$ cat src/rtl/core/six_axis_moving_average_unit_assert.svh
// Assertion macros for the moving-average block.
// Both sample on the rising edge of clk and are held off while rst_n is low.
`ifndef SIX_AXIS_MOVING_AVERAGE_UNIT_ASSERT_SVH
`define SIX_AXIS_MOVING_AVERAGE_UNIT_ASSERT_SVH

// Consequent checked in the same cycle.
`define SAMAVG_ASSERT_SAME(lbl, ante, cons, msg) \
    lbl: assert property (@(posedge clk) disable iff (!rst_n) (ante) |-> (cons)) \
        else $error(msg);

// Consequent checked in the cycle after the antecedent.
`define SAMAVG_ASSERT_NEXT(lbl, ante, cons, msg) \
    lbl: assert property (@(posedge clk) disable iff (!rst_n) (ante) |=> (cons)) \
        else $error(msg);

`endif

$ cat src/rtl/core/samavg_pkg.sv
`default_nettype none

package samavg_pkg;

    localparam int AXIS_W             = 16;
    localparam int AXES               = 6;
    localparam int DEFAULT_WINDOW_LEN = 30;

    // Axis order: accel x, y, z, then gyro x, y, z.
    localparam int AX_ACCEL_X = 0;
    localparam int AX_ACCEL_Y = 1;
    localparam int AX_ACCEL_Z = 2;
    localparam int AX_GYRO_X  = 3;
    localparam int AX_GYRO_Y  = 4;
    localparam int AX_GYRO_Z  = 5;

    typedef logic [AXIS_W-1:0] axis_t;
    typedef axis_t [AXES-1:0]  sample_t;

    // Pipeline load enables handed to the divider lanes.
    typedef struct packed {
        logic load_mul;
        logic load_out;
    } div_ctl_t;

endpackage

`default_nettype wire

$ cat src/rtl/core/samavg_div.sv
`default_nettype none

// Signed divide by WINDOW_LEN, truncating toward zero: magnitude times a
// reciprocal, then shift and restore the sign. Exact for every magnitude
// below 2**SUM_W.
module samavg_div
    import samavg_pkg::*;
#(
    parameter int WINDOW_LEN = DEFAULT_WINDOW_LEN
)
(
    input  wire logic                     clk,
    input  wire div_ctl_t                 ctl,
    input  wire logic signed [AXIS_W + $clog2(WINDOW_LEN) - 1:0] sum,
    output axis_t                         avg
);

    localparam int SUM_W  = AXIS_W + $clog2(WINDOW_LEN);
    localparam int SHIFT  = SUM_W + $clog2(WINDOW_LEN);
    localparam int PROD_W = 2 * SUM_W + 1;
    localparam logic [63:0] RECIP_FULL =
        ((64'd1 << SHIFT) + 64'(WINDOW_LEN) - 64'd1) / 64'(WINDOW_LEN);
    localparam logic [SUM_W:0] RECIP = RECIP_FULL[SUM_W:0];

    logic [SUM_W-1:0]  mag;
    logic [PROD_W-1:0] product_reg;
    logic [PROD_W-1:0] product_next;
    logic              neg_reg;
    logic              neg_next;
    axis_t             quot;
    axis_t             avg_reg;
    axis_t             avg_next;

    always_comb
    begin
        mag          = sum[SUM_W-1] ? SUM_W'(-sum) : SUM_W'(sum);
        product_next = ctl.load_mul ? (PROD_W'(mag) * PROD_W'(RECIP)) : product_reg;
        neg_next     = ctl.load_mul ? sum[SUM_W-1] : neg_reg;
        quot         = product_reg[SHIFT +: AXIS_W];
        avg_next     = ctl.load_out ? (neg_reg ? AXIS_W'(-quot) : quot) : avg_reg;
    end

    always_ff @(posedge clk)
    begin
        product_reg <= product_next;
        neg_reg     <= neg_next;
        avg_reg     <= avg_next;
    end

    assign avg = avg_reg;

endmodule

`default_nettype wire

$ cat config.mk
export PLATFORM = sky130hd
export DESIGN_NAME = samavg_div
export DESIGN_NICKNAME = d
export VERILOG_FILES = /design/src/rtl/core/six_axis_moving_average_unit_assert.svh /design/src/rtl/core/samavg_pkg.sv /design/src/rtl/core/samavg_div.sv
export SDC_FILE = /design/constraint.sdc
export NUM_CORES = 1
export LEC_CHECK = 0
export BUFFER_PORTS_ARGS = -buffer_cell sky130_fd_sc_hd__buf_2
export CAP_MARGIN = 20
export CORE_ASPECT_RATIO = 1.75
export CORE_MARGIN = 3
export CORE_UTILIZATION = 64
export DETAILED_ROUTE_END_ITERATION = 16
export PLACE_DENSITY = 0.83
export SKIP_CTS_REPAIR_TIMING = 1
export SLEW_MARGIN = 20
export SYNTH_ARGS = -nofsm -noshare
export SYNTH_HDL_FRONTEND = slang
export SYNTH_SLANG_ARGS = --single-unit
$ cat constraint.sdc
create_clock -name clk -period 7.42 [get_ports clk]
set_input_delay 0.742 -clock clk [delete_from_list [all_inputs] [get_ports clk]]
set_output_delay 0.742 -clock clk [all_outputs]
set_load 0.01 [all_outputs]
==> After elaboration in Yosys (flattened, before gate mapping) <==
Cells that the tools add are included.
{ "totals": {"out_inout_bits": 16, "reg_bits": 59, "wordCells": 8} }
{ "classes": {"n_mul": 1, "n_mux": 2, "add_sub_neg": 2} }
{ "op_table": {"columns": ["op", "count"], "rows": [
  ["21-bit by 22-bit multiplier with 42-bit output (second input constant)", 1],
  ["21-bit 2-to-1 mux", 1],
  ["21-bit negator", 1],
  ["16-bit 2-to-1 mux", 1],
  ["16-bit negator", 1]
]} }

==> Logic depth before layout (Yosys ltp) <==
Gate-level depths: netlist (run 1).
{ "logic_depth": {"depth_word": 3, "ltp_mapped": 25} }

==> Worst setup path before layout (run 1) <==
OpenSTA, ideal clock, no wires.
{ "synth_timing": {"kind": "input to register", "start": "input port sum[8]", "end": "register product_reg[38], data pin", "stages": 23, "required_time_ns": 7.157, "setup_ns": 0.263, "arrival_ns": 6.648, "slack_ns": 0.509, "path_buffers": 0, "path_cell_list": "or4_4 > nand4bb_4 > o41ai_1 > xnor2_1 > inv_1 > ha_1 > ha_1 > or2_2 > fa_1 > inv_1 > fa_1 > fa_1 > inv_1 > fa_1 > ha_1 > ha_1 > a21oi_1 > o21ai_0 > a311oi_1 > o221ai_1 > nand3_1 > o211ai_2 > xor2_1"} }
{ "synth_via": {"elab_chain_cells": 3} }
{ "synth_lines": {"columns": ["element", "line_no", "text"], "rows": [
  ["start: declaration", "samavg_div.sv:14", "input wire logic signed [AXIS_W + $clog2(WINDOW_LEN) - 1:0] sum,"],
  ["21-bit negator", "samavg_div.sv:36", "mag = sum[SUM_W-1] ? SUM_W'(-sum) : SUM_W'(sum);"],
  ["21-bit 2-to-1 mux *", "samavg_div.sv:36", null],
  ["21-bit by 22-bit multiplier with 42-bit output *", "samavg_div.sv:37", "product_next = ctl.load_mul ? (PROD_W'(mag) * PROD_W'(RECIP)) : product_reg;"],
  ["end signal: assignment", "samavg_div.sv:45", "product_reg <= product_next;"],
  ["end: declaration", "samavg_div.sv:26", "logic [PROD_W-1:0] product_reg;"]
]} }
Every way passes the cells marked *; elsewhere a longest branch is shown, timed or not.
A chain may end at the register's enable or synchronous reset.

==> Worst setup path in the final report (run 1) <==
{ "layout_timing": {"start": "input port sum[8]", "end": "register product_reg[36], data pin"} }
The elaborated chain is that of the path after synthesis.

==> results of run 1 <==
-- layout by cell type, fill, tap and decap left out, drive strengths merged, types with 8 or more instances in the layout --
cell type	synthesis	routed
xnor2	35	35
edfxtp	33	33
nand2	49	49
ha	175	175
a21oi	36	36
o21ai	30	30
nand3	13	13
xor2	8	8
fa	60	60
nor2	23	23
a21o	9	9
inv	134	134
buf	0	51
and3	8	8
-- routing by layer --
metal  up-vias  track usage, %  share of wire, %
met5         -               0                 0
met4         0           20.68               7.9
met3       102           2.238               2.9
met2       226           59.52                57
met1      2684           26.42                32
li1       2613               -                 -
-- cell families (layout without fill, tap and decap cells) --
family / after synthesis / count (layout) / synth area share, %
AO/OA/AOI/OAI: 124 / 124 / 11.79
flip-flops: 33 / 33 / 14.28
AND/OR/NAND/NOR: 144 / 144 / 11.50
adder cells (fa/ha/maj): 235 / 235 / 48.85
buffers and inverters: 140 / 193 / 7.714
XOR/XNOR: 43 / 43 / 5.425
multiplexers: 3 / 3 / 0.4506
-- worst reg2reg max path: cells and delay by family (launching register included) --
kind | cells | cell delay (ns)
AND/OR/NAND/NOR | 2 | 0.99
AO/OA/AOI/OAI | 1 | 0.34
flip-flops | 1 | 0.50
XOR/XNOR | 1 | 0.11
-- area by class of cell --
type	count	area, um2	share of cell area, %
clock buffers	6	128.9	1.712
well taps	127	158.9	2.110
inverters	134	503.0	6.680
flip-flops and latches	33	991.0	13.16
clock inverters	2	33.78	0.4487
repair buffers	51	285.3	3.789
multi-input cells	549	5429	72.10
-- per-stage QoR --
| stage | std cells | hold WS [ns] | area, um2 | worst slack, ns | util, % |
|---|---|---|---|---|---|
| after floorplan | 722 | 0.4264 | 6942 | 0.5086 | - |
| after global placement | 894 | 0.4348 | 7353 | 0.1530 | 70.55 |
| after detailed placement | 894 | 0.4437 | 7353 | -0.02714 | 70.55 |
| after CTS | 902 | 0.4553 | 7516 | 0.2406 | 72.11 |
| after global routing | 902 | 0.4705 | 7530 | 0.01155 | 72.24 |
| final | 902 | 0.4519 | 7530 | 0.2714 | 72.24 |
-- worst max path at each step --
| stage | startpoint | to | slack, ns | cells after the start |
|---|---|---|---|---|
| 6_report | sum[8] | product_reg[36]$_DFFE_PP_ | 0.27 | 24 |
| 5_1_grt | sum[8] | product_reg[40]$_DFFE_PP_ | 0.01 | 22 |
| 2_1_floorplan | sum[8] | product_reg[38]$_DFFE_PP_ | 0.51 | 23 |
| 4_1_cts | sum[8] | product_reg[38]$_DFFE_PP_ | 0.24 | 24 |
| 3_3_place_gp | sum[8] | product_reg[38]$_DFFE_PP_ | 0.15 | 24 |
| 3_5_place_dp | sum[8] | product_reg[38]$_DFFE_PP_ | -0.03 | 24 |
==> flow_summary.toml, run 1 <==
[clock_tree]
cts_root_buffer = "clkbuf_16"
clock_latency_ns = 0.27
clk_pin_slew_ns = 0.05
htree_levels = 2
cts_tree = "built"
clockBufferDepth = 2
cts_sinks = 33
cts_buffers = 5

[setup_path]
crit_type = "primary input to register"
worst-r2r-cell-count = 4
timing.rr.start = "product_reg[32]$_DFFE_PP_"
regToRegSetupSlack_ns = 5.23
cp-start-kind = "primary input"
path_buf_inv = 4
rr_endpoint = "avg[13]$_DFFE_PP_"
crit_path_max_fanout = 4
critPathTopFamily = "adder cells"
crit_chain = "buf_2 > or4_4 > nand4bb_4 > o41ai_1 > xnor2_1 > inv_1 > ha_1 > ha_1 > or2_2 > fa_1 > inv_1 > fa_1 > fa_1 > fa_1 > inv_1 > ha_1 > ha_1 > a21oi_1 > o211a_1 > o21ai_0 > nor3b_1 > o311ai_1 > a41o_1 > xor2_1"
cp-end-kind = "register"
required_ns = 7.44
critical_path.slowest_cell = "or4_4"
arrival_ns = 7.17
worst_path_largest_cell_delay_ns = 0.55

[die]
core_area_um2 = 10420
placementRows = 49
start_util_pct = 66.60
dieArea_um2 = 12180
pin_count = 40
fp.dieH_um = 143.8
fp.dieW_um = 84.73

[run_status]
status = "completed"

[synthesis]
synth_ff_type = "edfxtp_1"
synth_cell_types = 62
synth_top_area_cell = "ha_1"
syn-instance-count = 722
synth.area.top_cells = "ha_1 (32%), fa_1 (17%), edfxtp_1 (14%)"
ys_warn_count = 0
synth_top_cell_area_share_pct = 31.54
synth_edf_count = 33
synth_common_cells = "ha_1 (175), inv_1 (134), fa_1 (60), nand2_1 (49), a21oi_1 (36)"
seq_area_frac_synth_pct = 14.28
ys_seq_elements = 33
syn_avg_cell_area_um2 = 9.614
synth_area_um2 = 6942
syn_nets = 981
async_flop_share_pct = 0
yosysMostFrequentCell = "ha_1"

[cells_and_area]
drive_gt1_share_pct = 9.935
nNetsFinal = 1033
syn_to_final_growth_pct = 8.471
layout.filler_cells = 775
diodes = 0

[hold_path]
hold_start = "product_reg[26]$_DFFE_PP_"
min_path_type = "register to register"
hold_depth = 0
holdPathEnd = "avg[0]$_DFFE_PP_"

[timing]
finalCritPeriodShare_pct = 96.34
report.final.slew_viol_count = 0
fin_crit_ns = 7.149
hold_violations = 0
setup_viol = 0
rsz0062_at_grt = "no"
fmax_mhz = 139.9
tns_ns = 0
relSlewSlack_pct = 40.94
tightest_slew_ns = 0.8796
finalClockSkew_ns = 0.004783

[detailed_routing]
final_antenna_net_count = 0
wl_per_cell_um = 19.05
vias_per_cell = 6.236
vias = 5625
drtIter0Drc = 237
wirelength_um = 17180
dr.pass1.iters = 4
drc = 0

[placed_design]
io_buffers = 39
dp_hpwl_um = 15000
gp_congestion = 0.9991

[grt]
grt_pass1_vias = 6172
grtUsageTotal_pct = 29.39
grt_max_degree = 22
overflow = 0
grt_pass1_wl_um = 28280
antenna_found_initial = 0

[job]
maxCapViolations = 0
Power of run 1 is left out: the tool's default activity adds up to more than one toggle a clock period on the data nets, which glitch-free logic cannot reach.
==> run 2: changes to the inputs <==
ABC_AREA = 1   (was default)
CORE_UTILIZATION = 65   (was 64)
PLACE_DENSITY = 0.84   (was 0.83)
==> run 2 against run 1 <==
Core utilization is 0.98 points lower. Clock-buffer cell count is 1 lower. Sequential share of layout area is 1.6 points lower.
==> flow_summary.toml, run 2 <==
[run_status]
status = "completed"

[setup_path]
cp-startpoint = "sum[0]"
rr_endpoint = "avg[12]$_DFFE_PP_"
worst-r2r-cell-count = 7
cp_common_cell = "nand2_1"
cp-start-kind = "primary input"
setup.worst_path.end = "product_reg[39]$_DFFE_PP_"
crit_type = "primary input to register"
critical_path.slowest_cell = "xor2_1"
arrival_ns = 6.72
crit_path_max_fanout = 5
worst_path_largest_cell_delay_ns = 0.56
regToRegSetupSlack_ns = 5.67
timing.rr.start = "product_reg[27]$_DFFE_PP_"
cp-end-kind = "register"
required_ns = 7.45

[cells_and_area]
nNetsFinal = 1410
mostFrequentLayoutCells = "nand2_1 (281), inv_1 (257), ha_1 (175)"
diodes = 0
drive_gt1_share_pct = 8.420
layout.filler_cells = 1047
final_common_cell = "nand2_1"
syn_to_final_growth_pct = 6.889

[die]
fp.dieH_um = 153.2
dieArea_um2 = 13800
start_util_pct = 66.67
core_area_um2 = 12070
fp.dieW_um = 90.11
placementRows = 53
pin_count = 40

[timing]
finalCritPeriodShare_pct = 90.13
finalClockSkew_ns = 0.008624
rsz0062_at_grt = "no"
tns_ns = 0
setup_viol = 0
hold_violations = 0
fmax_mhz = 149.5
relSlewSlack_pct = 35.49
tightest_slew_ns = 0.9643
fin_crit_ns = 6.688
report.final.slew_viol_count = 0

[synthesis]
syn-instance-count = 1104
seq_area_frac_synth_pct = 12.32
synth_top_area_cell = "ha_1"
synth_ff_type = "edfxtp_1"
synth_edf_count = 33
async_flop_share_pct = 0
syn_nets = 1363
ys_warn_count = 0
syn_avg_cell_area_um2 = 7.288
synth_cell_types = 36
synth_common_cells = "nand2_1 (281), inv_1 (257), ha_1 (175), nor2_1 (96), fa_1 (60)"
ys_seq_elements = 33
synth.area.top_cells = "ha_1 (27%), fa_1 (15%), nand2_1 (13%)"
yosysMostFrequentCell = "nand2_1"
synth_area_um2 = 8046
synth_top_cell_area_share_pct = 27.21

[detailed_routing]
wirelength_um = 20610
drtIter0Drc = 443
wl_per_cell_um = 15.65
dr.pass1.iters = 5
vias_per_cell = 5.337
final_antenna_net_count = 0
drc = 0
vias = 7029

[grt]
grt_max_degree = 19
grt_pass1_vias = 7325
overflow = 0
grt_pass1_wl_um = 34400
antenna_found_initial = 0
grtUsageTotal_pct = 31.43

[clock_tree]
cts_buffers = 5
clock_latency_ns = 0.28
cts_tree = "built"
clk_pin_slew_ns = 0.06
cts_root_buffer = "clkbuf_16"
clockBufferDepth = 2
htree_levels = 2
cts_sinks = 33

[placed_design]
dp_hpwl_um = 18130
io_buffers = 39
gp_congestion = 1.078

[hold_path]
min_path_type = "register to register"
hold_start = "product_reg[26]$_DFFE_PP_"

[job]
maxCapViolations = 0
## run 2: cell count changes in the layout (fill, tap and decap cells not counted), sizes merged, moves of 9 or more
cell   delta
nand2   +245
inv     +129
nor2     +88
nand3    +32
xnor2    -31
xor2     +17
a21o      -9
## run 2: worst min path at each step
stage / endpoint / cells after the start
after global routing: avg[0]$_DFFE_PP_ / 0
after floorplan: avg[0]$_DFFE_PP_ / 0
after detailed placement: avg[0]$_DFFE_PP_ / 0
final: avg[0]$_DFFE_PP_ / 0
after CTS: avg[0]$_DFFE_PP_ / 0
after global placement: avg[0]$_DFFE_PP_ / 0
## run 2: through the flow
stage,cells,utilization [%],setup WS [ns],instance area [um2],hold slack [ns]
floorplan,1104,-,1.630,8046,0.4264
global placement,1309,70.08,0.6510,8458,0.4300
detailed placement,1309,70.08,0.5706,8458,0.4566
CTS,1317,71.26,0.8458,8601,0.4781
global route,1317,71.26,0.4489,8601,0.4909
finish,1317,71.26,0.7321,8601,0.4787
## run 2: cell families (layout without fill, tap and decap cells)
group / count (synthesis) / count (layout) / share of synthesized area (%)
AOI/OAI and AO/OA: 61 / 61 / 4.090
xor gates and xnor gates: 29 / 29 / 3.157
adders and majority gates: 235 / 235 / 42.14
buffers and inverters: 266 / 314 / 12.61
DFF: 33 / 33 / 12.32
and+or+nand+nor: 480 / 480 / 25.69
## run 2: final cells by class
type                    instances  area, um2  share of cell area (%)
multi-input cells             805       6041                   70.24
inverters                     263      994.7                   11.57
flip-flops and latches         33      991.0                   11.52
repair buffers                 43      225.2                   2.619
well taps                     165      206.4                   2.400
clock buffers                   5      125.1                   1.455
clock inverters                 3      17.52                  0.2037
## run 2: worst max-delay path: cells and delay by family
| kind | cells | cell delay, ns |
|---|---|---|
| AOI/OAI and AO/OA | 2 | 0.54 |
| xor gates and xnor gates | 1 | 0.56 |
| adders and majority gates | 9 | 2.78 |
| buffers and inverters | 6 | 0.66 |
| and+or+nand+nor | 11 | 1.43 |
## run 2: layer usage
metal	vias to the layer above	wire [um]	GRT usage, %
met5	-	0	0
met2	209	11070	60.41
met1	3239	7436	32.66
met3	69	657	2.216
li1	3512	-	-
met4	0	1450	18.92
Power of run 2 is left out for the same reason.
