[config.mk]
export PLATFORM = sky130hd
export DESIGN_NAME = samavg_cell
export DESIGN_NICKNAME = d
export VERILOG_FILES = /design/src/rtl/core/six_axis_moving_average_unit_assert.svh /design/src/rtl/core/samavg_pkg.sv /design/src/rtl/core/samavg_cell.sv
export SDC_FILE = /design/constraint.sdc
export NUM_CORES = 1
export LEC_CHECK = 0
export ABC_AREA = 1
export BUFFER_PORTS_ARGS = -buffer_cell sky130_fd_sc_hd__buf_2
export CORE_AREA = 2 2 113 115
export CTS_BUF_LIST = sky130_fd_sc_hd__clkbuf_16
export CTS_CLUSTER_SIZE = 24
export DETAILED_ROUTE_END_ITERATION = 6
export DIE_AREA = 0 0 115 117
export GPL_TIMING_DRIVEN = 0
export SETUP_SLACK_MARGIN = 0.5
export SYNTH_ARGS = -nofsm -noshare
export SYNTH_HDL_FRONTEND = slang
export SYNTH_SLANG_ARGS = --single-unit
[constraint.sdc]
create_clock -name clk -period 1 [get_ports clk]
set_clock_uncertainty 0.2 [all_clocks]
set_input_delay 0.05 -clock clk [delete_from_list [all_inputs] [get_ports clk]]
set_output_delay 0.05 -clock clk [all_outputs]
set_load 0.02 [all_outputs]
[src/rtl/core/six_axis_moving_average_unit_assert.svh]
// Assertion macros for the moving-average block.
// Both sample on the rising edge of clk and are held off while rst_n is low.
`ifndef SIX_AXIS_MOVING_AVERAGE_UNIT_ASSERT_SVH
`define SIX_AXIS_MOVING_AVERAGE_UNIT_ASSERT_SVH

// Consequent checked in the same cycle.
`define SAMAVG_ASSERT_SAME(lbl, ante, cons, msg) \
    lbl: assert property (@(posedge clk) disable iff (!rst_n) (ante) |-> (cons)) \
        else $error(msg);

// Consequent checked in the cycle after the antecedent.
`define SAMAVG_ASSERT_NEXT(lbl, ante, cons, msg) \
    lbl: assert property (@(posedge clk) disable iff (!rst_n) (ante) |=> (cons)) \
        else $error(msg);

`endif

[src/rtl/core/samavg_pkg.sv]
`default_nettype none

package samavg_pkg;

    localparam int AXIS_W             = 16;
    localparam int AXES               = 6;
    localparam int DEFAULT_WINDOW_LEN = 30;

    // Axis order: accel x, y, z, then gyro x, y, z.
    localparam int AX_ACCEL_X = 0;
    localparam int AX_ACCEL_Y = 1;
    localparam int AX_ACCEL_Z = 2;
    localparam int AX_GYRO_X  = 3;
    localparam int AX_GYRO_Y  = 4;
    localparam int AX_GYRO_Z  = 5;

    typedef logic [AXIS_W-1:0] axis_t;
    typedef axis_t [AXES-1:0]  sample_t;

    // Pipeline load enables handed to the divider lanes.
    typedef struct packed {
        logic load_mul;
        logic load_out;
    } div_ctl_t;

endpackage

`default_nettype wire

[src/rtl/core/samavg_cell.sv]
`default_nettype none

module samavg_cell
    import samavg_pkg::*;
(
    input  wire logic    clk,
    input  wire logic    rst_n,
    input  wire logic    shift_en,
    input  wire sample_t d,
    output sample_t      q
);

    sample_t sample_reg;
    sample_t sample_next;

    always_comb
    begin
        sample_next = shift_en ? d : sample_reg;
    end

    always_ff @(posedge clk or negedge rst_n)
    begin
        if (!rst_n)
        begin
            sample_reg <= '0;
        end
        else
        begin
            sample_reg <= sample_next;
        end
    end

    assign q = sample_reg;

endmodule

`default_nettype wire

# Word-level counts from Yosys, hierarchy flattened
# Index checks and enable logic that the tools add are counted.
# Widths: inputs -> output; s select.
dict set report totals {
  reg_bits 96
  in_bits 99
  out_inout_bits 96
}

# Longest topological paths before layout
# Gate-level depths: netlist of the first run.
dict set report depth {
  depth_word 0
  ltp_mapped 6
  mapped_depth_nobuf 3
}

# Worst setup path before layout of the first run
# No wires, ideal clock.
dict set report synth_path {
  path_kind {in2reg}
  from {input shift_en}
  to {register sample_reg, in the netlist q[32]}
  arrival_time_ps 589
  required_time_ps 683
  setup_slack_ps 94
  cell_stages 5
  path_buffers 3
  cell_sequence {buf_4 > buf_4 > buf_4 > nand2_1 > nand2_1}
}
# element line_no
set synth_lines {}
lappend synth_lines {{start, declared} samavg_cell.sv:8} ;# input wire logic shift_en,
lappend synth_lines {{end signal, assigned} samavg_cell.sv:29} ;# sample_reg <= sample_next;
lappend synth_lines {{end, declared} samavg_cell.sv:13} ;# sample_t sample_reg;

# Worst setup path after layout of the first run
dict set report layout_path {
  from {register sample_reg, in the netlist q[82]}
  to {output q[82] (netlist name)}
}
# element line_no
set layout_lines {}
lappend layout_lines {{end, declared} samavg_cell.sv:10} ;# output sample_t q
# No word-level cell between the ends.

==> flow_summary.ini, run 1 <==
[floorplanning]
fp.dieW_microns = 115
core_sq_um = 12300
ios = 195
dieArea_sq_um = 13500
core.rowCount = 41
die_h_microns = 117
start_util_pct = 29.5

[sta]
worst_slack_ns = -0.150
setup_tns_ns = -12.75
report.final.hold_viol_count = 192
worstMarginPinSlew_ns = 0.380
drv_slew = 0
finalCritPeriodShare_pct = 115
min_period_ns = 1.15
fmax_ghz = 0.870
rsz0062_at_grt = true
max_slew_margin_pct = 74.6
holdWs_ns = -0.596
setup_violations = 97

[route]
met2_length_microns = 5170
detail_route.vias_per_cell = 4.27
wirelength_microns = 10300
ant_nets = 0
vias = 3325
wire_per_inst_microns = 13.3
first_iter_violations = 79
first_pass_iters = 4
top_layer = met4
met1_length_microns = 4100
met3WireLength_microns = 833
drc = 0

[synthesis]
synth.distinct_cells = 6
syn_nets = 505
syn-cell-area_sq_um = 3630
synth_seq_cells = 96
avgSynthCellArea_sq_um = 8.94
ys_warn_count = 0
seq_area_frac_synth_pct = 66.2
syn_inst = 406

[critical_path]
r2r_setup_slack_ns = -0.03
end_kind = output pin
startpoint_type = register
cp_slowest_cell = dfrtp_2
cpPeakStageDelay_ns = 0.43
cp.arrival_ns = 0.90
path_cells = buf_6
crit_family = flip-flops
cp_max_fo = 2
cp.required_ns = 0.75
critical_path.startpoint = q[82]
worst-path-buf-inv = 1
r2r_start = q[85]
critical_path_class = register to output pin

[cells_and_area]
n_antenna_cell = 0
drive_above_1_share_pct = 60.6
largest_reg_flops = 96
fin_nets = 723
postLayoutCoreUtil_pct = 49.8
syn2layout_area_growth_pct = 68.8

[grt]
overflow = 0
antenna_found_initial = 0
grt_pass1_vias = 3356
track_usage_pct = 15.0
grt_max_degree = 50
grt_first_pass_wirelength_microns = 15800

[clock_network]
clock_sinks = 96
cts_tree = yes
clock_latency_ns = 0.34
path_clk_slew_ns = 0.06
cts_max_level = 3
cts_made_buffers = 9
cts_root_buffer = clkbuf_16
clock_path_buffers = 2

[placed_design]
numPortBuffers = 193
dp_hpwl_microns = 7200
gp_congestion = 0.748

[power_and_ir_drop]
powerDensity_nw_per_um2 = 1640
total_power_mw = 10.1
cellLeakagePower_nw = 3.24
irDropWorstVdd_mv = 0.602

[status]
violations = hold timing, setup timing
status = finished with violations

[worst_hold_path]
hold_path_class = input port to asynchronous set/reset pin

[flow_run]
maxCapViolCount = 0
## path summary, 6_finish.rpt
| path | depth (start not counted) | endpoint |
|---|---|---|
| setup / recovery | 1 | q[82] |
| hold / removal | 1 | q[68] |
| setup reg to reg | 4 | q[85] |
| hold reg to reg | 2 | q[93] |
| max in group asynchronous | 2 | q[42] |
| min in group clk | 3 | q[16] |
## cells in the final DEF, fill, tap and decap left out
cell type	n
clkinv_1	4
dfrtp_2	96
inv_1	1
buf_6	120
nand2_2	42
inv_4	1
nand2_1	243
buf_8	1
buf_2	106
clkbuf_16	9
bufinv_16	1
clkinv_2	1
buf_16	1
nand2_4	3
## report_power, final
part           switching [mW]  internal [mW]
clock                    1.39           1.89
sequential              0.282           4.29
combinational            1.11           1.10
## per-stage QoR
step / setup WS (ns) / instance area (sq um) / std cells
2_1_floorplan: 0.141 / 3780 / 406
3_3_place_gp: -1.42 / 4940 / 749
3_5_place_dp: -0.0339 / 4970 / 750
4_1_cts: -0.169 / 5970 / 775
5_1_grt: -0.180 / 6130 / 779
6_report: -0.150 / 6130 / 779
## Yosys cell counts
library cell  instances  area [sq um]
buf_2                10          50.1
buf_4                 9          67.6
buf_6                 2          22.5
dfrtp_1              96          2400
inv_4                 1          6.26
nand2_1             288          1080
## metal layers
layer / track usage [%] / vias up
met5: 0 / -
met4: 6.75 / 0
met3: 4.99 / 16
met2: 25.8 / 123
met1: 17.1 / 1544
li1: - / 1642
## layout make-up
class	count	area, sq um
plain buffers	21	174
well taps	150	188
inverters	1	6.26
repair buffers	207	1750
clock inverters	7	53.8
fillers	1151	6180
clock buffers	9	225
flip-flops and latches	96	2520
multi-input cells	288	1210
## timing repair
action / 4_1_cts / 5_1_grt
resized for setup: 209 / 47
endpoints found under the setup margin: 241 / 241
gates cloned: 0 / 0
pin swaps: 5 / 14
endpoints found under the hold margin: 192 / 192
buffers inserted: 9 / 4
## cell families (layout without fill, tap and decap cells)
family / after synthesis / in the layout / share of synthesized area [%]
buffers and inverters: 22 / 245 / 4.03
DFF: 96 / 96 / 66.2
and+or+nand+nor: 288 / 288 / 29.8
Note: power is estimated with default switching activity, not from simulation.
==> inputs of run 2 (changes only) <==
--- a/config.mk
+++ b/config.mk
@@ -13,7 +13,7 @@
 export DETAILED_ROUTE_END_ITERATION = 6
 export DIE_AREA = 0 0 115 117
 export GPL_TIMING_DRIVEN = 0
-export SETUP_SLACK_MARGIN = 0.5
+export SETUP_SLACK_MARGIN = 0.2
 export SYNTH_ARGS = -nofsm -noshare
 export SYNTH_HDL_FRONTEND = slang
 export SYNTH_SLANG_ARGS = --single-unit
==> run 2 against run 1 <==
Against the previous run: the run still ends with hold timing, setup timing left; routed wire length rose by 19%; sequential share of layout area down 5.6 points; power increased by 1.1%; flip-flop and latch count is the same.
==> flow_summary.ini, run 2 (synthesized netlist as in run 1, its figures left out) <==
[clock_network]
cts_hold_buf = 96
cts_max_level = 3
clock_path_buffers = 2
clock_sinks = 96
cts_root_buffer = clkbuf_16
cts_made_buffers = 9
cts_tree = yes
path_clk_slew_ns = 0.06
clock_latency_ns = 0.33

[sta]
worst_slack_ns = -0.148
finalCritPeriodShare_pct = 115
fmax_ghz = 0.871
rsz0062_at_grt = true
worstMarginPinSlew_ns = 0.590
report.final.hold_viol_count = 149
drv_slew = 0
holdWs_ns = -0.488
max_slew_margin_pct = 60.7
min_period_ns = 1.15
setup_violations = 103

[worst_hold_path]
hold_path_class = input port to asynchronous set/reset pin

[grt]
grt_first_pass_wirelength_microns = 17900
grt_pass1_vias = 3802
antenna_found_initial = 0
overflow = 0
track_usage_pct = 17.2
grt_max_degree = 54

[route]
ant_nets = 0
drc = 0
wire_per_inst_microns = 13.9
first_pass_iters = 4
vias = 3839
detail_route.vias_per_cell = 4.35
first_iter_violations = 123
wirelength_microns = 12300

[power_and_ir_drop]
seqPwrFrac_pct = 45.0
clkPwrFrac_pct = 29.8
irDropWorstVdd_mv = 0.757
swShare_pct = 28.2
cellLeakagePower_nw = 3.66
powerDensity_nw_per_um2 = 1430
p_comb_share_pct = 25.3
total_power_mw = 10.2
p_sw_mw = 2.87
intPower_mw = 7.30

[critical_path]
startpoint_type = register
cp_max_fo = 2
critical_path_class = register to output pin
worst-path-buf-inv = 1
end_kind = output pin
cpPeakStageDelay_ns = 0.43
cp_slowest_cell = dfrtp_2
cp.required_ns = 0.75
crit_family = flip-flops
cp.arrival_ns = 0.90
path_cells = buf_6

[floorplanning]
dieArea_sq_um = 13500
ios = 195
fp.dieW_microns = 115
core_sq_um = 12300
die_h_microns = 117
start_util_pct = 29.5
core.rowCount = 41

[cells_and_area]
largest_reg_flops = 96
postLayoutCoreUtil_pct = 57.6
n_antenna_cell = 0
syn2layout_area_growth_pct = 95.5
fin_nets = 826
layout_commonest_cell = nand2_1
final_area_sq_um = 7100
layout_common_cells = 255 x nand2_1, 125 x buf_6, 106 x buf_2, 96 x dlygate4sd3_1, 95 x dfrtp_2
drive_above_1_share_pct = 51.2

[placed_design]
dp_hpwl_microns = 7110
gp_congestion = 0.742
place_area_sq_um = 4970
numPortBuffers = 193

[flow_run]
maxCapViolCount = 0

[status]
violations = hold timing, setup timing
status = finished with violations
[run 2: cell types whose count changed in the layout (fill, tap and decap cells not counted), moves of 3 or more]
| cell | before | now |
|---|---|---|
| nand2_1 | 243 | 255 |
| buf_4 | 0 | 3 |
| nand2_2 | 42 | 30 |
| buf_6 | 120 | 125 |
| dlygate4sd3_1 | 0 | 96 |
[run 2: through the flow]
stage | TNS [ns] | setup slack (ns) | std cells | hold WS, ns
floorplan | 0 | 0.124 | 406 | -0.446
global placement | -138.52 | -1.45 | 749 | 0.0518
global route | -15.70 | -0.176 | 882 | -0.452
detailed placement | -0.197 | -0.00910 | 750 | -0.106
finish | -12.53 | -0.148 | 882 | -0.488
CTS | -14.02 | -0.160 | 870 | -0.474
[run 2: path summary, 6_finish.rpt]
path	from	endpoint	slack, ns	depth (start not counted)
max	q[66]	q[66]	-0.15	1
min	rst_n	q[67]	-0.49	1
max reg2reg	q[66]	q[66]	-0.08	4
min reg2reg	q[92]	q[92]	0.29	2
max in group asynchronous	rst_n	q[50]	0.40	2
min in group clk	shift_en	q[31]	-0.07	4
[run 2: final cells by class]
class                   count  area (sq um)
fillers                   987          5220
repair buffers            310          2780
flip-flops and latches     96          2520
multi-input cells         288          1180
clock buffers               9           225
well taps                 150           188
plain buffers              21           174
clock inverters             7          28.8
inverters                   1          6.26
[run 2: power groups by stage]
| stage | combinational [mW] | clock (mW) | sequential [mW] |
|---|---|---|---|
| after floorplan | 0.435 | 0 | 4.98 |
| after global placement | 1.61 | 0 | 4.52 |
| after detailed placement | 1.65 | 0 | 4.53 |
| after CTS | 2.41 | 3.14 | 4.56 |
| after global routing | 2.76 | 3.29 | 4.61 |
| final | 2.57 | 3.03 | 4.57 |
[run 2: layer usage]
metal  track usage (%)  part of all wire (%)  vias up
met5                 0                     0        -
li1                  -                     -     1858
met3              3.91                   5.9       37
met4              8.35                   3.5        0
met1              18.9                    38     1784
met2              31.3                    52      160
[run 2: timing repair]
action,in CTS,in global routing
hold endpoints to repair,192,76
setup buffers,8,12
resized for setup,205,41
pin swaps,14,17
endpoints found under the setup margin,181,192
==> inputs of run 3 (changes only) <==
--- a/config.mk
+++ b/config.mk
@@ -14,6 +14,7 @@
 export DIE_AREA = 0 0 115 117
 export GPL_TIMING_DRIVEN = 0
 export SETUP_SLACK_MARGIN = 0.2
+export SKIP_CTS_REPAIR_TIMING = 1
 export SYNTH_ARGS = -nofsm -noshare
 export SYNTH_HDL_FRONTEND = slang
 export SYNTH_SLANG_ARGS = --single-unit
==> run 3 against run 2 <==
Against the previous run: the run still ends with hold timing, setup timing left; cell count fell by 2.5%; flip-flop and latch count did not move; via count fell by 3.9%; count of clock-buffer cells in the layout did not move; register-to-register slack improved by 0.13 ns; sequential share of layout area rose by 1.5 points; critical path depth did not move; setup slack improved by 0.0056 ns; critical endpoint is now q[88]; largest cell class unchanged; largest power group unchanged.
==> flow_summary.ini, run 3 (synthesized netlist as in run 1, its figures left out) <==
[clock_network]
clock_sinks = 96
cts_max_level = 3
clock_latency_ns = 0.33
cts_root_buffer = clkbuf_16
clock_path_buffers = 2
path_clk_slew_ns = 0.06
cts_made_buffers = 9
cts_tree = yes

[sta]
setup_violations = 96
finalCritPeriodShare_pct = 114
holdWs_ns = -0.490
worst_slack_ns = -0.142
report.final.hold_viol_count = 154
rsz0062_at_grt = true
max_slew_margin_pct = 60.8
setup_tns_ns = -12.06
min_period_ns = 1.14
worstMarginPinSlew_ns = 0.588
fmax_ghz = 0.875
drv_slew = 0

[cells_and_area]
largest_reg_flops = 96
final_area_sq_um = 6810
fillers = 1033
layout_common_cells = 269 x nand2_1, 111 x buf_6, 106 x buf_2, 95 x dfrtp_2, 89 x dlygate4sd3_1
n_antenna_cell = 0
fin_nets = 804
final_cells = 860
drive_above_1_share_pct = 48.7
syn2layout_area_growth_pct = 87.7
layout_commonest_cell = nand2_1

[critical_path]
cp.required_ns = 0.75
startpoint_type = register
crit_family = flip-flops
cp.arrival_ns = 0.89
end_kind = output pin
cp_slowest_cell = dfrtp_2
worst-path-buf-inv = 1
cp_max_fo = 2
path_cells = buf_6
cpPeakStageDelay_ns = 0.42
critical_path_class = register to output pin

[power_and_ir_drop]
clkPwrFrac_pct = 30.2
p_comb_share_pct = 24.0
powerDensity_nw_per_um2 = 1460
p_sw_mw = 2.79
irDropWorstVdd_mv = 0.761
seqPwrFrac_pct = 45.8
intPower_mw = 7.18
cellLeakagePower_nw = 3.52
swShare_pct = 27.9

[placed_design]
dp_hpwl_microns = 7110
gp_congestion = 0.742
numPlacedInstances = 750
place_area_sq_um = 4970
numPortBuffers = 193

[floorplanning]
core_sq_um = 12300
ios = 195
dieArea_sq_um = 13500
fp.dieW_microns = 115
start_util_pct = 29.5
core.rowCount = 41
die_h_microns = 117

[grt]
grt_first_pass_wirelength_microns = 14100
track_usage_pct = 13.4
grt_max_degree = 54
antenna_found_initial = 0
overflow = 0
grt_pass1_vias = 2929

[worst_hold_path]
hold_path_class = input port to asynchronous set/reset pin

[route]
first_iter_violations = 127
first_pass_iters = 4
ant_nets = 0
drc = 0
detail_route.vias_per_cell = 4.29
wirelength_microns = 11600
vias = 3688
wire_per_inst_microns = 13.5

[status]
status = finished with violations
violations = hold timing, setup timing

[flow_run]
maxCapViolCount = 0
-- run 3: cell types whose count changed in the layout (fill, tap and decap cells not counted), sizes merged --
cell	previous run	this run
buf	235	220
dlygate4sd3	96	89
-- run 3: final timing paths --
kind                        from    end  slack [ns]  depth (start not counted)
min reg2reg                q[92]  q[92]        0.29                          2
max reg2reg                q[49]  q[49]        0.05                          3
min in group clk           d[55]  q[55]       -0.28                          3
min                        rst_n  q[67]       -0.49                          1
max in group asynchronous  rst_n  q[50]        0.40                          2
max                        q[88]  q[88]       -0.14                          1
-- run 3: per-layer routing --
metal / global-route usage, % / up-vias / wire [microns]
li1: - / 1811 / -
met1: 17.4 / 1718 / 4670
met2: 20.7 / 137 / 5940
met3: 3.81 / 22 / 713
met4: 6.51 / 0 / 264
met5: 0 / - / 0
-- run 3: power by group through the flow --
stage / clock (mW) / combinational (mW) / sequential (mW)
after global routing: 3.28 / 2.57 / 4.60
after detailed placement: 0 / 1.65 / 4.53
final: 3.01 / 2.39 / 4.57
after global placement: 0 / 1.61 / 4.52
after floorplan: 0 / 0.435 / 4.98
after CTS: 3.14 / 1.65 / 4.47
-- run 3: area by class of cell --
type | count | area (sq um) | area share [%]
inverter | 1 | 6.26 | 0.0918
buffer | 21 | 174 | 2.55
clock buffer | 9 | 225 | 3.31
multi-input combinational | 288 | 1130 | 16.6
timing repair buffer | 288 | 2540 | 37.3
sequential | 96 | 2520 | 37.0
tap | 150 | 188 | 2.76
clock inverter | 7 | 28.8 | 0.422
-- run 3: stage by stage --
| step | utilization (%) | setup WS [ns] | power (mW) | hold WS, ns |
|---|---|---|---|---|
| 2_1_floorplan | - | 0.124 | 5.41 | -0.446 |
| 3_3_place_gp | 40.1 | -1.45 | 6.13 | 0.0518 |
| 3_5_place_dp | 40.3 | -0.00910 | 6.19 | -0.106 |
| 4_1_cts | 42.4 | -0.176 | 9.25 | -0.474 |
| 5_1_grt | 55.3 | -0.171 | 10.5 | -0.454 |
| 6_report | 55.3 | -0.142 | 9.97 | -0.490 |
